File: src/rtl/core/twts_ram.sv
`default_nettype none

module twts_ram #(
  parameter int WIDTH = 8,
  parameter int DEPTH = 256
) (
  input  wire logic                     clk,
  input  wire logic                     we,
  input  wire logic [$clog2(DEPTH)-1:0] waddr,
  input  wire logic [WIDTH-1:0]         wdata,
  input  wire logic [$clog2(DEPTH)-1:0] raddr,
  output      logic [WIDTH-1:0]         rdata
);

  logic [WIDTH-1:0] mem [DEPTH];

  always_ff @(posedge clk) begin
    if (we) begin
      mem[waddr] <= wdata;
    end
    rdata <= mem[raddr];
  end

endmodule

`default_nettype wire

File: config.mk
export PLATFORM = sky130hd
export DESIGN_NAME = twts_ram
export DESIGN_NICKNAME = d
export VERILOG_FILES = /design/src/rtl/core/twts_ram.sv
export SDC_FILE = /design/constraint.sdc
export NUM_CORES = 2
export LEC_CHECK = 0
export BUFFER_PORTS_ARGS = -buffer_cell sky130_fd_sc_hd__buf_2
export CAP_MARGIN = 5
export CORE_UTILIZATION = 30
export CTS_BUF_LIST = sky130_fd_sc_hd__clkbuf_8 sky130_fd_sc_hd__clkbuf_16
export DETAILED_ROUTE_END_ITERATION = 12
export GPL_TIMING_DRIVEN = 0
export SLEW_MARGIN = 40
export SYNTH_ARGS = -nofsm -noshare
export SYNTH_HDL_FRONTEND = slang
export SYNTH_SLANG_ARGS = --single-unit
File: constraint.sdc
create_clock -name clk -period 6.2 [get_ports clk]
set_input_delay 0.62 -clock clk [delete_from_list [all_inputs] [get_ports clk]]
set_output_delay 0.62 -clock clk [all_outputs]
set_load 0.005 [all_outputs]
Word level (Yosys, flattened, before mapping) --
Memory sizes are Yosys's and may differ from the RTL's. A register that Yosys moved wholly into a read port is not among the register bits. Cells that the tools add are included.
Word-level totals: flip-flop bits (word level) 0, memory bits (writable) 2048, output and inout bits 8, logic and storage cells 3, memories kept 1
Cells by class: muxes and demuxes 2
Memories:
- mem | depth 256, width 8, read ports 1, clocked after Yosys merged registers in 1, write ports 1, RTL line 15 | logic [WIDTH-1:0] mem [DEPTH];
Operator list (number):
- 2-to-1 mux 1 bit | 2

Depth between registers and ports, before layout --
depth in word-level cells 2, mapped depth 11, mapped depth without buffers 6

Least setup slack after synthesis --
OpenSTA, ideal clock, no wires.
kind input -> register, start point in raddr[0], end point reg rdata[2], read port of mem, library setup time 0.131 ns, arrival time 2.427 ns, setup slack 3.642 ns, stages on the path 9, buffers on the path 4, path through buf_6 -> buf_12 -> buf_8 -> buf_2 -> mux4_2 -> a22oi_1 -> a21oi_1 -> nor4_1 -> nor4_2
RTL lines:
- start: declaration | RTL line 11 | input wire logic [$clog2(DEPTH)-1:0] raddr,
- end: declaration | RTL line 12 | output logic [WIDTH-1:0] rdata

==> flow_summary.yaml <==
outcome:
  run_status: "finished clean"
floorplan:
  fp.dieH_um: 517
  die_area_um2: 267000
  placeableCoreArea_um2: 263000
  start_util_pct: 30.3
  chipWidth_um: 517
  ios: 34
  std_cell_rows: 188
detailed_routing:
  drt_wl_total_mm: 245
  post_drt_via_cell_ratio: 5.41
  vias: 41670
  ant_nets_after_route: 0
  dr.first_iter.drc_count: 6458
  dr.pass1.iters: 6
  wl_per_cell_um: 31.7
  drc: 0
timing:
  finalWorstSetupSlack_ns: 2.01
  final.setup.tns_ns: 0
  period_share_pct: 67.7
  final-hold-violation-count: 0
  unrepaired_setup_endpoints_after_global_routing: "no"
  tightest_slew_ns: 0.973
  slew_headroom_pct: 35.1
  worst_clock_skew_ns: 0.0593
  timing.final.max_slew_violations: 0
  fin_crit_ns: 4.19
  setup_violations: 0
  hold_ws_ns: 0.146
  clock.fmax_mhz: 238
cells_and_area:
  post_layout_nonfiller_instances: 7708
  fin_util_pct: 35.2
  multi_input_comb_area_um2: 17000
  final-seq-area_um2: 61700
  num-fill-cells: 24358
  drive_above_1_share_pct: 28.0
  synthToLayoutAreaGrowth_pct: 16.3
  finalInstanceArea_um2: 92500
  nets_final: 4043
global_routing:
  grt_max_degree: 101
  grt_first_pass_wirelength_mm: 332
  antenna_violations_before_repair: 24
  grt_use_total_pct: 18.1
  via_count_of_the_first_global_routing_pass: 40650
  overflow: 0
synthesis:
  synth_cells: 3733
  synth_edf_count: 2048
  syn_area_um2: 79600
  number_of_storage_elements_in_the_synthesis_netlist: 2056
  synth_async_sr_flop_share_pct: 0
  synth-seq-area-share_pct: 77.5
  postSynth.topFlopCell: "edfxtp_1"
  post_synth_num_cell_types: 55
  synth_fp_nets: 3759
  syn-mean-instance-area_um2: 21.3
  count_of_synthesis_stage_warnings_from_yosys: 0
clock_network:
  cts.htree.levels: 4
  cts-buffers-inserted: 207
  postCtsSetupBuffers: 0
  cts.sink_count: 2056
  clock_path_buffers: 3
  clk-insertion-delay-late_ns: 0.89
  cts_tree: "built"
  ctsRootBufferMaster: "clkbuf_16"
  clk_transition_reported_paths_ns: 0.06
placed_design:
  place.gp.congestion: 0.946
  dpl_cell_area_um2: 85800
  placed_cells_incl_taps: 7321
  dpl_worst_slack_ns: 1.21
  dp.final_hpwl_mm: 167
  buffer_ports.inserted: 26
worst_setup_path:
  setup.worst_path.start_class: "primary input"
  r2r_setup_slack_ns: 3.25
  timing.critical_path.to_type: "flop"
  cpLargestDelayFamily: "simple AND/OR/NAND/NOR gates"
  timing.setup.critical_path_class: "primary input to flop"
  timing.critical_path.cells: "buf_2, buf_2, clkbuf_2, nand3b_1, o22ai_1, o21ai_0, nand3_1, nor4_2, nor4_2"
  worstPathBufferInverterCount: 3
  cp.required_ns: 6.85
  critical_path_arrival_ns: 4.84
  reg2regPathDepth: 6
  worst_path_largest_cell_delay_ns: 0.78
  worst_r2r_start: "mem[139][0]"
  terminus_of_the_critical_flop_to_flop_path: "rdata[0]"
  timing.critical_path.slowest_stage_cell: "nor4_2"
  cp_max_fo: 10
hold_path:
  min-delay-path-class: "primary input to flop"
  holdPathStages: 1
  hold_start: "wdata[3]"
  hold_path_end: "mem[153][3]"
power:
  ir_drop_mv: 0.259
  p_per_area_nw_per_um2: 316
  post-layout-total-power_mw: 29.2
  power.leakage_nw: 28.2
run:
  drv.max_cap_violation_count: 0
## repair_timing
action,CTS,global route
gates resized for setup,0,0
hold buffers,1,0
hold endpoints to repair,8,0
## layout by cell type (no fill, tap or decap), types with 9 or more instances in the layout
master,count
a211oi_1,14
a21oi_1,95
a221oi_1,11
a22oi_1,133
buf_1,9
buf_12,12
buf_16,32
buf_2,67
buf_4,29
buf_6,21
buf_8,26
bufinv_16,15
clkbuf_1,62
clkbuf_16,208
clkbuf_2,44
clkinv_1,59
clkinv_16,10
clkinv_2,27
diode_2,13
edfxtp_1,2048
inv_1,43
mux2i_1,134
mux4_2,454
nand2_1,33
nand3_1,34
nand4_1,10
nor2_1,113
nor2_2,169
nor2b_1,31
nor3_1,20
nor4_1,11
nor4_2,16
o211ai_1,10
o21ai_0,10
o221ai_1,46
o22ai_1,28
## worst max-delay path by stage
stage / endpoint / from / slack, ns / cells after the start
after floorplan: rdata[2] / raddr[0] / 3.64 / 9
after global placement: rdata[4] / raddr[2] / 0.23 / 9
after detailed placement: rdata[2] / raddr[2] / 1.21 / 10
after CTS: rdata[2] / raddr[2] / 2.11 / 10
after global routing: rdata[2] / raddr[2] / 2.13 / 10
final: rdata[7] / raddr[2] / 2.01 / 9
## power by group
group / internal (mW) / leakage [nW] / switching [mW]
sequential: 15.3 / 18.5 / 0.00907
clock: 6.73 / 3.36 / 5.45
combinational: 0.538 / 6.33 / 1.17
total: 22.6 / 28.2 / 6.63
## logic make-up (layout without fill, tap and decap cells)
logic type      count (synthesis)  count (layout)  share of synthesized area [%]
compound gates                385             385                           3.42
buf+inv                       235             682                           1.83
flops                        2056            2056                           77.5
mux                           591             591                           14.6
other cells                     0              13                              0
simple gates                  466             466                           2.63
## area by class of cell
| type | count | area share [%] |
|---|---|---|
| Clock buffer | 208 | 5.63 |
| Clock inverter | 164 | 1.49 |
| Sequential cell | 2056 | 66.6 |
| Tap cell | 3515 | 4.75 |
| Antenna cell | 13 | 0.0352 |
| Timing Repair Buffer | 75 | 1.40 |
| Buffer | 233 | 1.66 |
| Inverter | 2 | 0.00811 |
| Multi-Input combinational cell | 1442 | 18.4 |
## layer usage
layer	wire (um)	track usage [%]	share of wire (%)
met1	93700	23.7	38
met2	114000	28.4	46
met3	25500	4.44	10
met4	11700	7.94	4.8
met5	49	0	0.020
## synth_stat cells (22+ instances only)
master | instances | area, um2
edfxtp_1 | 2048 | 61500
mux4_2 | 454 | 10200
nor2_1 | 282 | 1060
mux2i_1 | 134 | 1340
a22oi_1 | 133 | 998
clkbuf_1 | 111 | 417
a21oi_1 | 96 | 480
o221ai_1 | 46 | 403
nand3_1 | 34 | 170
nand2_1 | 33 | 124
buf_2 | 31 | 155
nor2b_1 | 31 | 194
o22ai_1 | 28 | 175
buf_4 | 27 | 203
nor4_1 | 24 | 150
buf_1 | 22 | 82.6
nor3_1 | 22 | 110
## state kept, by name, summed over array words and instances, names as in the netlist
signal,flops
mem,2048
rdata,8
Note: power is estimated with default switching activity, not from simulation.
