<file path="src/rtl/core/twts_pkg.sv">
`default_nettype none

package twts_pkg;

  // Default geometry of the wheel.
  localparam int SLOTS_DEF          = 256;
  localparam int TASKS_PER_SLOT_DEF = 8;
  localparam int TASK_ID_BITS_DEF   = 8;

  // Fixed widths of the word fields.
  localparam int ID_WIDTH     = 8;
  localparam int DELAY_WIDTH  = 8;
  localparam int STATUS_WIDTH = 2;
  localparam int DELAY_RANGE  = 2 ** DELAY_WIDTH;

  // Input word kinds.
  localparam logic KIND_INSERT = 1'b0;
  localparam logic KIND_TICK   = 1'b1;

  // Result status codes.
  typedef enum logic [STATUS_WIDTH-1:0] {
    ST_DUE      = 2'd0,
    ST_ACCEPTED = 2'd1,
    ST_REFUSED  = 2'd2,
    ST_EMPTY    = 2'd3
  } status_t;

endpackage

`default_nettype wire

</file>
<file path="src/rtl/core/twts_mod_unit.sv">
`default_nettype none

// Reduces position + delay modulo SLOTS by restoring compare and subtract,
// one shifted multiple of SLOTS per cycle.
module twts_mod_unit
  import twts_pkg::*;
#(
  parameter int SLOTS = SLOTS_DEF
) (
  input  wire logic                     clk,
  input  wire logic                     rst_n,
  input  wire logic                     start,
  input  wire logic [$clog2(SLOTS)-1:0] pos,
  input  wire logic [DELAY_WIDTH-1:0]   delay,
  output      logic                     done,
  output      logic [$clog2(SLOTS)-1:0] slot
);

  localparam int SlotW    = $clog2(SLOTS);
  localparam int ModSteps = (SLOTS >= DELAY_RANGE) ? 1
                          : $clog2((DELAY_RANGE + SLOTS - 1) / SLOTS) + 1;
  localparam int RemW     = SlotW + ModSteps + 1;
  localparam int CntW     = $clog2(ModSteps + 1);

  logic [RemW-1:0] rem_r;
  logic [RemW-1:0] div_r;
  logic [CntW-1:0] cnt_r;
  logic            busy_r;
  logic            done_r;

  always_ff @(posedge clk) begin
    if (!rst_n) begin
      busy_r <= 1'b0;
      done_r <= 1'b0;
      cnt_r  <= '0;
    end else begin
      done_r <= 1'b0;
      if (start) begin
        rem_r  <= RemW'(pos) + RemW'(delay);
        div_r  <= RemW'(SLOTS) << (ModSteps - 1);
        cnt_r  <= CntW'(ModSteps);
        busy_r <= 1'b1;
      end else if (busy_r) begin
        if (rem_r >= div_r) begin
          rem_r <= rem_r - div_r;
        end
        div_r <= div_r >> 1;
        cnt_r <= cnt_r - 1'b1;
        if (cnt_r == CntW'(1)) begin
          busy_r <= 1'b0;
          done_r <= 1'b1;
        end
      end
    end
  end

  assign done = done_r;
  assign slot = rem_r[SlotW-1:0];

endmodule

`default_nettype wire

</file>
<file path="config.mk">
export PLATFORM = sky130hd
export DESIGN_NAME = twts_mod_unit
export DESIGN_NICKNAME = d
export VERILOG_FILES = /design/src/rtl/core/twts_pkg.sv /design/src/rtl/core/twts_mod_unit.sv
export SDC_FILE = /design/constraint.sdc
export NUM_CORES = 1
export LEC_CHECK = 0
export BUFFER_PORTS_ARGS = -buffer_cell sky130_fd_sc_hd__clkbuf_2
export CORE_ASPECT_RATIO = 0.5
export CORE_MARGIN = 5
export CORE_UTILIZATION = 39
export CTS_CLUSTER_DIAMETER = 150
export DETAILED_ROUTE_END_ITERATION = 8
export PLACE_DENSITY = 0.68
export REMOVE_ABC_BUFFERS = 1
export SLEW_MARGIN = 0
export SYNTH_ARGS = -nofsm -noshare
export SYNTH_HDL_FRONTEND = slang
export SYNTH_SLANG_ARGS = --single-unit
</file>
<file path="constraint.sdc">
create_clock -name clk -period 2.81 [get_ports clk]
set_input_delay 0.281 -clock clk [delete_from_list [all_inputs] [get_ports clk]]
set_output_delay 0.281 -clock clk [all_outputs]
set_load 0.01 [all_outputs]
</file>
After elaboration in Yosys (flattened, before gate mapping)
Cells that the tools add are included.
{"block": "classes", "n_mux": 10, "magnitude_cmp": 1, "add_sub_neg": 3, "bitwise": 2, "n_reduce_logical": 5}
{"operator": "$mux W10", "count": 3}
{"operator": "$ge A10 B9 Y1", "count": 1}
{"operator": "$sub A10 B9 Y10", "count": 1}
{"operator": "$add A8 B8 Y9", "count": 1}
{"operator": "$mux W9", "count": 1}
{"operator": "$mux W1", "count": 6}
{"operator": "$reduce_bool A2 Y1", "count": 2}
{"operator": "$reduce_and A3 Y1", "count": 1}
{"operator": "$reduce_or A3 Y1", "count": 1}
{"operator": "$not A1 Y1", "count": 2}
{"operator": "$reduce_and A2 Y1", "count": 1}
{"operator": "$sub A1 B1 Y1 const B", "count": 1}
{"block": "totals", "inputBits": 19, "reg_bits": 22, "out_inout_bits": 9}

Depth between registers and ports, before layout
{"block": "logic_depth", "ltp_word": 4, "mapped_depth": 8, "mapped_depth_nobuf": 8}

Least setup slack after synthesis
Ideal clock, no wire load.
{"block": "synth_path", "path_kind": "reg-to-reg", "start": "reg rem_r[0]", "end": "reg rem_r[0] (enable)", "t_required_ns": 2.491, "t_arrival_ns": 1.877, "stages_incl_launch_ff": 9, "setup_ns": 0.319, "n_path_buf": 0, "period_less_slack_ns": 2.196, "slack_ns": 0.614, "path_cell_list": "edfxtp_1 inv_1 ha_1 fa_1 nand2b_1 a21oi_1 a41o_1 a21o_2 a31o_2"}
{"block": "synth_between", "elab_chain_len": 3}
{"element": "start: declaration", "line_no": "twts_mod_unit.sv:25", "text": "logic [RemW-1:0] rem_r;"}
{"element": "start signal: assignment", "line_no": "twts_mod_unit.sv:39", "text": "rem_r <= RemW'(pos) + RemW'(delay);"}
{"element": "start signal: assignment", "line_no": "twts_mod_unit.sv:45", "text": "rem_r <= rem_r - div_r;"}
{"element": "$ge A10 B9 Y1", "line_no": "twts_mod_unit.sv:44", "text": "if (rem_r >= div_r) begin"}
{"element": "$reduce_bool A2 Y1 (no source line)"}
{"element": "$reduce_and A3 Y1 (no source line)"}
No other way between the ends.
A chain may end at the register's enable or synchronous reset.

Worst setup path after layout
{"block": "layout_path", "start": "reg rem_r[0]", "end": "reg rem_r[9] (enable)"}
The elaborated chain is that of the path after synthesis.

==> impl_metrics.xml <==
<?xml version="1.0" encoding="UTF-8"?>
<metrics>
  <group name="run_status">
    <metric name="result_of_the_run" unit="">completed</metric>
  </group>
  <group name="clocking">
    <metric name="clockRootBuffer" unit="">sky130_fd_sc_hd__clkbuf_8</metric>
    <metric name="cts_resized" unit="">0</metric>
    <metric name="cts_tree" unit="">done</metric>
    <metric name="clkTransAtPathRegs" unit="ps">80</metric>
    <metric name="cts_sinks" unit="">22</metric>
    <metric name="clock_latency_reported_for_the_late_side_of_the_worst_skew_pair" unit="ps">270</metric>
    <metric name="cts-buffers-inserted" unit="">3</metric>
    <metric name="post_cts_hold_buffer_count" unit="">0</metric>
    <metric name="cts.path.max_buffers" unit="">2</metric>
    <metric name="htreeDepth" unit="">1</metric>
    <metric name="post_cts.repair.setup_buffers" unit="">0</metric>
  </group>
  <group name="detailed_routing">
    <metric name="drt-initial-drc-count" unit="">68</metric>
    <metric name="total_via_count_after_detailed_routing" unit="">1283</metric>
    <metric name="routed_wl" unit="µm">3360</metric>
    <metric name="route.detailed.vias_per_inst" unit="">5.13</metric>
    <metric name="drt_pass1_iterations" unit="">4</metric>
    <metric name="antenna_violating_nets_post_route" unit="">0</metric>
    <metric name="drt-wirelength-per-cell" unit="µm">13.4</metric>
    <metric name="post-route-drc-count" unit="">0</metric>
  </group>
  <group name="synth">
    <metric name="postSynthRegisterBits" unit="">22</metric>
    <metric name="synth-seq-area-share" unit="%">37.6</metric>
    <metric name="postSynthCellCount" unit="">176</metric>
    <metric name="post-synth-top-area-cell" unit="">sky130_fd_sc_hd__edfxtp_1</metric>
    <metric name="netlist-cell-type-count" unit="">46</metric>
    <metric name="mappedNetlistArea" unit="µm²">1680</metric>
    <metric name="synth_edf_count" unit="">19</metric>
    <metric name="synth.area.top_cells" unit="">sky130_fd_sc_hd__edfxtp_1, sky130_fd_sc_hd__ha_1, sky130_fd_sc_hd__o21ai_0, sky130_fd_sc_hd__nor2_1, sky130_fd_sc_hd__dfxtp_1</metric>
    <metric name="asyncSetResetFlopFracSynth" unit="%">0</metric>
    <metric name="ys_warn_count" unit="">0</metric>
    <metric name="ys_dominant_reg_cell" unit="">sky130_fd_sc_hd__edfxtp_1</metric>
    <metric name="post_synth_most_frequent_cells" unit="">sky130_fd_sc_hd__nor2_1, sky130_fd_sc_hd__edfxtp_1, sky130_fd_sc_hd__o21ai_0</metric>
    <metric name="yosysMostFrequentCell" unit="">sky130_fd_sc_hd__nor2_1</metric>
    <metric name="synth_top_area_share" unit="%">34.1</metric>
    <metric name="synth.avg_cell_area" unit="µm²">9.52</metric>
  </group>
  <group name="sta">
    <metric name="final_min_period_over_clock_period" unit="%">87.4</metric>
    <metric name="finalWorstPathRequiredPeriod" unit="ps">2450</metric>
    <metric name="max_clock_freq" unit="MHz">407</metric>
    <metric name="layout_setup_ws" unit="ps">355</metric>
    <metric name="relSlewSlack" unit="%">64.3</metric>
    <metric name="max_slew.worst_pin.slew" unit="ps">535</metric>
    <metric name="rsz_0062_raised_after_global_routing" unit="">no</metric>
    <metric name="setup_viol" unit="">0</metric>
    <metric name="report.final.hold_viol_count" unit="">0</metric>
    <metric name="finClkSkew" unit="ps">8.28</metric>
    <metric name="slew_viol_final" unit="">0</metric>
    <metric name="timing.setup.tns" unit="ps">0</metric>
  </group>
  <group name="floorplan">
    <metric name="num_rows" unit="">16</metric>
    <metric name="fp.dieH" unit="µm">56.3</metric>
    <metric name="floorplan.die_area" unit="µm²">5790</metric>
    <metric name="fp.coreArea" unit="µm²">4020</metric>
    <metric name="fp.dieW" unit="µm">103</metric>
    <metric name="boundaryPins" unit="">28</metric>
    <metric name="floorplan.initialDensity" unit="%">41.6</metric>
  </group>
  <group name="worst_setup_path">
    <metric name="worstReg2RegStart" unit="">rem_r[0]$_DFFE_PP_</metric>
    <metric name="reg2reg_depth" unit="">8</metric>
    <metric name="worstPathMaxFanout" unit="">10</metric>
    <metric name="timing.critical_path.required" unit="ps">2770</metric>
    <metric name="reg2reg_slack" unit="ps">360</metric>
    <metric name="criticalPathCategory" unit="">register to register</metric>
    <metric name="critical_path_endpoint_category" unit="">register</metric>
    <metric name="start_kind" unit="">register</metric>
    <metric name="regToRegEndpoint" unit="">rem_r[9]$_SDFFCE_PP0P_</metric>
    <metric name="crit_arrival" unit="ps">2410</metric>
  </group>
  <group name="cells_and_area">
    <metric name="fin_util" unit="%">46.1</metric>
    <metric name="design.final.nets" unit="">235</metric>
    <metric name="final_design_area_no_fill" unit="µm²">1850</metric>
    <metric name="area_growth_synth_to_finish" unit="%">10.6</metric>
    <metric name="layout-drive-gt1-share" unit="%">19.4</metric>
    <metric name="antenna-diode-count" unit="">0</metric>
  </group>
  <group name="hold_path">
    <metric name="timing.hold.worst.class" unit="">input pin to register</metric>
    <metric name="whs_path_depth" unit="">2</metric>
    <metric name="worstHoldStart" unit="">rst_n</metric>
    <metric name="worstHoldEndpoint" unit="">cnt_r$_SDFFE_PN0N_</metric>
  </group>
  <group name="power_and_ir_drop">
    <metric name="total_power" unit="mW">0.989</metric>
    <metric name="worst_ir_drop_vdd" unit="mV">0.199</metric>
    <metric name="power_leakage" unit="nW">0.805</metric>
    <metric name="pwr_density_cell" unit="nW/µm²">534</metric>
  </group>
  <group name="placement">
    <metric name="dp.final_hpwl" unit="µm">2690</metric>
    <metric name="placed_area" unit="µm²">1810</metric>
    <metric name="post-place-ws" unit="ps">375</metric>
    <metric name="routabilityCongestion" unit="">0.855</metric>
    <metric name="place.port_buffers" unit="">27</metric>
  </group>
  <group name="global_route">
    <metric name="global_route_wire_length_before_repair" unit="µm">5530</metric>
    <metric name="antenna_found_initial" unit="">0</metric>
    <metric name="pin_count_of_the_biggest_net_entering_global_routing" unit="">20</metric>
    <metric name="grt_usage" unit="%">11.9</metric>
    <metric name="grt.overflow.total" unit="">0</metric>
    <metric name="vias_in_the_first_global_route" unit="">1225</metric>
  </group>
  <group name="flow_run">
    <metric name="max-cap-violations" unit="">0</metric>
  </group>
</metrics>
-- cell families after synthesis --
| logic type | after synthesis | synth area share, % |
|---|---|---|
| AO/OA/AOI/OAI | 54 | 21.0 |
| AND/OR/NAND/NOR | 47 | 13.7 |
| buffers and inverters | 25 | 7.54 |
| flip-flops | 22 | 37.6 |
| adder cells (fa/ha/maj) | 19 | 15.1 |
| XOR/XNOR | 6 | 3.14 |
| multiplexers | 3 | 1.94 |
-- state kept, by name, summed over array words and instances (netlist names) --
signal and count:
rem_r 10, div_r 9, busy_r 1, cnt_r 1, done 1
-- metal layers --
layer	vias up	GRT usage, %	wire [µm]
met1	588	16.4	1750
met5	-	0	0
li1	674	-	-
met3	5	2.22	75
met2	16	19.3	1500
met4	0	2.80	34
-- worst max-delay path by stage --
stage	depth (start not counted)	start	slack, ps	to
5_1_grt	8	rem_r[0]$_DFFE_PP_	210	rem_r[1]$_DFFE_PP_
4_1_cts	8	rem_r[0]$_DFFE_PP_	350	rem_r[5]$_DFFE_PP_
3_5_place_dp	8	rem_r[0]$_DFFE_PP_	380	rem_r[6]$_DFFE_PP_
2_1_floorplan	8	rem_r[0]$_DFFE_PP_	540	rem_r[0]$_DFFE_PP_
6_report	8	rem_r[0]$_DFFE_PP_	360	rem_r[9]$_SDFFCE_PP0P_
3_3_place_gp	8	rem_r[0]$_DFFE_PP_	490	rem_r[3]$_DFFE_PP_
-- critical path, stage by stage (launching register included) --
cell and delay, ps:
sky130_fd_sc_hd__edfxtp_1 370, sky130_fd_sc_hd__inv_1 50, sky130_fd_sc_hd__ha_1 210, sky130_fd_sc_hd__fa_1 370, sky130_fd_sc_hd__nand2b_1 170, sky130_fd_sc_hd__a21oi_1 380
sky130_fd_sc_hd__a41o_1 150, sky130_fd_sc_hd__a21o_2 120, sky130_fd_sc_hd__a31o_2 320
-- layout by cell type, fill, tap and decap left out, types with 2 or more instances in the layout --
master	instances
sky130_fd_sc_hd__o21a_1	3
sky130_fd_sc_hd__nand2_1	7
sky130_fd_sc_hd__nor2b_1	3
sky130_fd_sc_hd__edfxtp_1	19
sky130_fd_sc_hd__a21boi_0	2
sky130_fd_sc_hd__a21oi_1	10
sky130_fd_sc_hd__xor2_1	3
sky130_fd_sc_hd__fa_1	2
sky130_fd_sc_hd__ha_1	17
sky130_fd_sc_hd__a21o_1	2
sky130_fd_sc_hd__nor3_1	2
sky130_fd_sc_hd__inv_1	13
sky130_fd_sc_hd__a211oi_1	5
sky130_fd_sc_hd__dfxtp_1	3
sky130_fd_sc_hd__xnor2_1	3
sky130_fd_sc_hd__nand2b_1	6
sky130_fd_sc_hd__nor2_1	22
sky130_fd_sc_hd__clkbuf_8	3
sky130_fd_sc_hd__clkbuf_2	27
sky130_fd_sc_hd__o21ai_0	18
-- report_power, final --
group          switching, mW  total [mW]  leakage, nW  internal [mW]
combinational          0.206       0.363        0.575          0.157
sequential            0.0169       0.420        0.207          0.403
clock                  0.107       0.205       0.0231         0.0978
-- area by class of cell --
cell class                      instances  area (µm²)
Clock buffer                            3        41.3
Clock inverter                          1        3.75
Fill cell                             371        2170
Inverter                               13        48.8
Multi-Input combinational cell        129         918
Sequential cell                        22         631
Tap cell                               54        67.6
Timing Repair Buffer                   28         143
-- stage by stage --
stage | hold slack [ps] | instances
after detailed placement | 502 | 246
final | 247 | 250
after global placement | 496 | 246
after global routing | 256 | 250
after CTS | 241 | 250
after floorplan | 380 | 164
No activity file was read; power rests on OpenSTA's default activity.
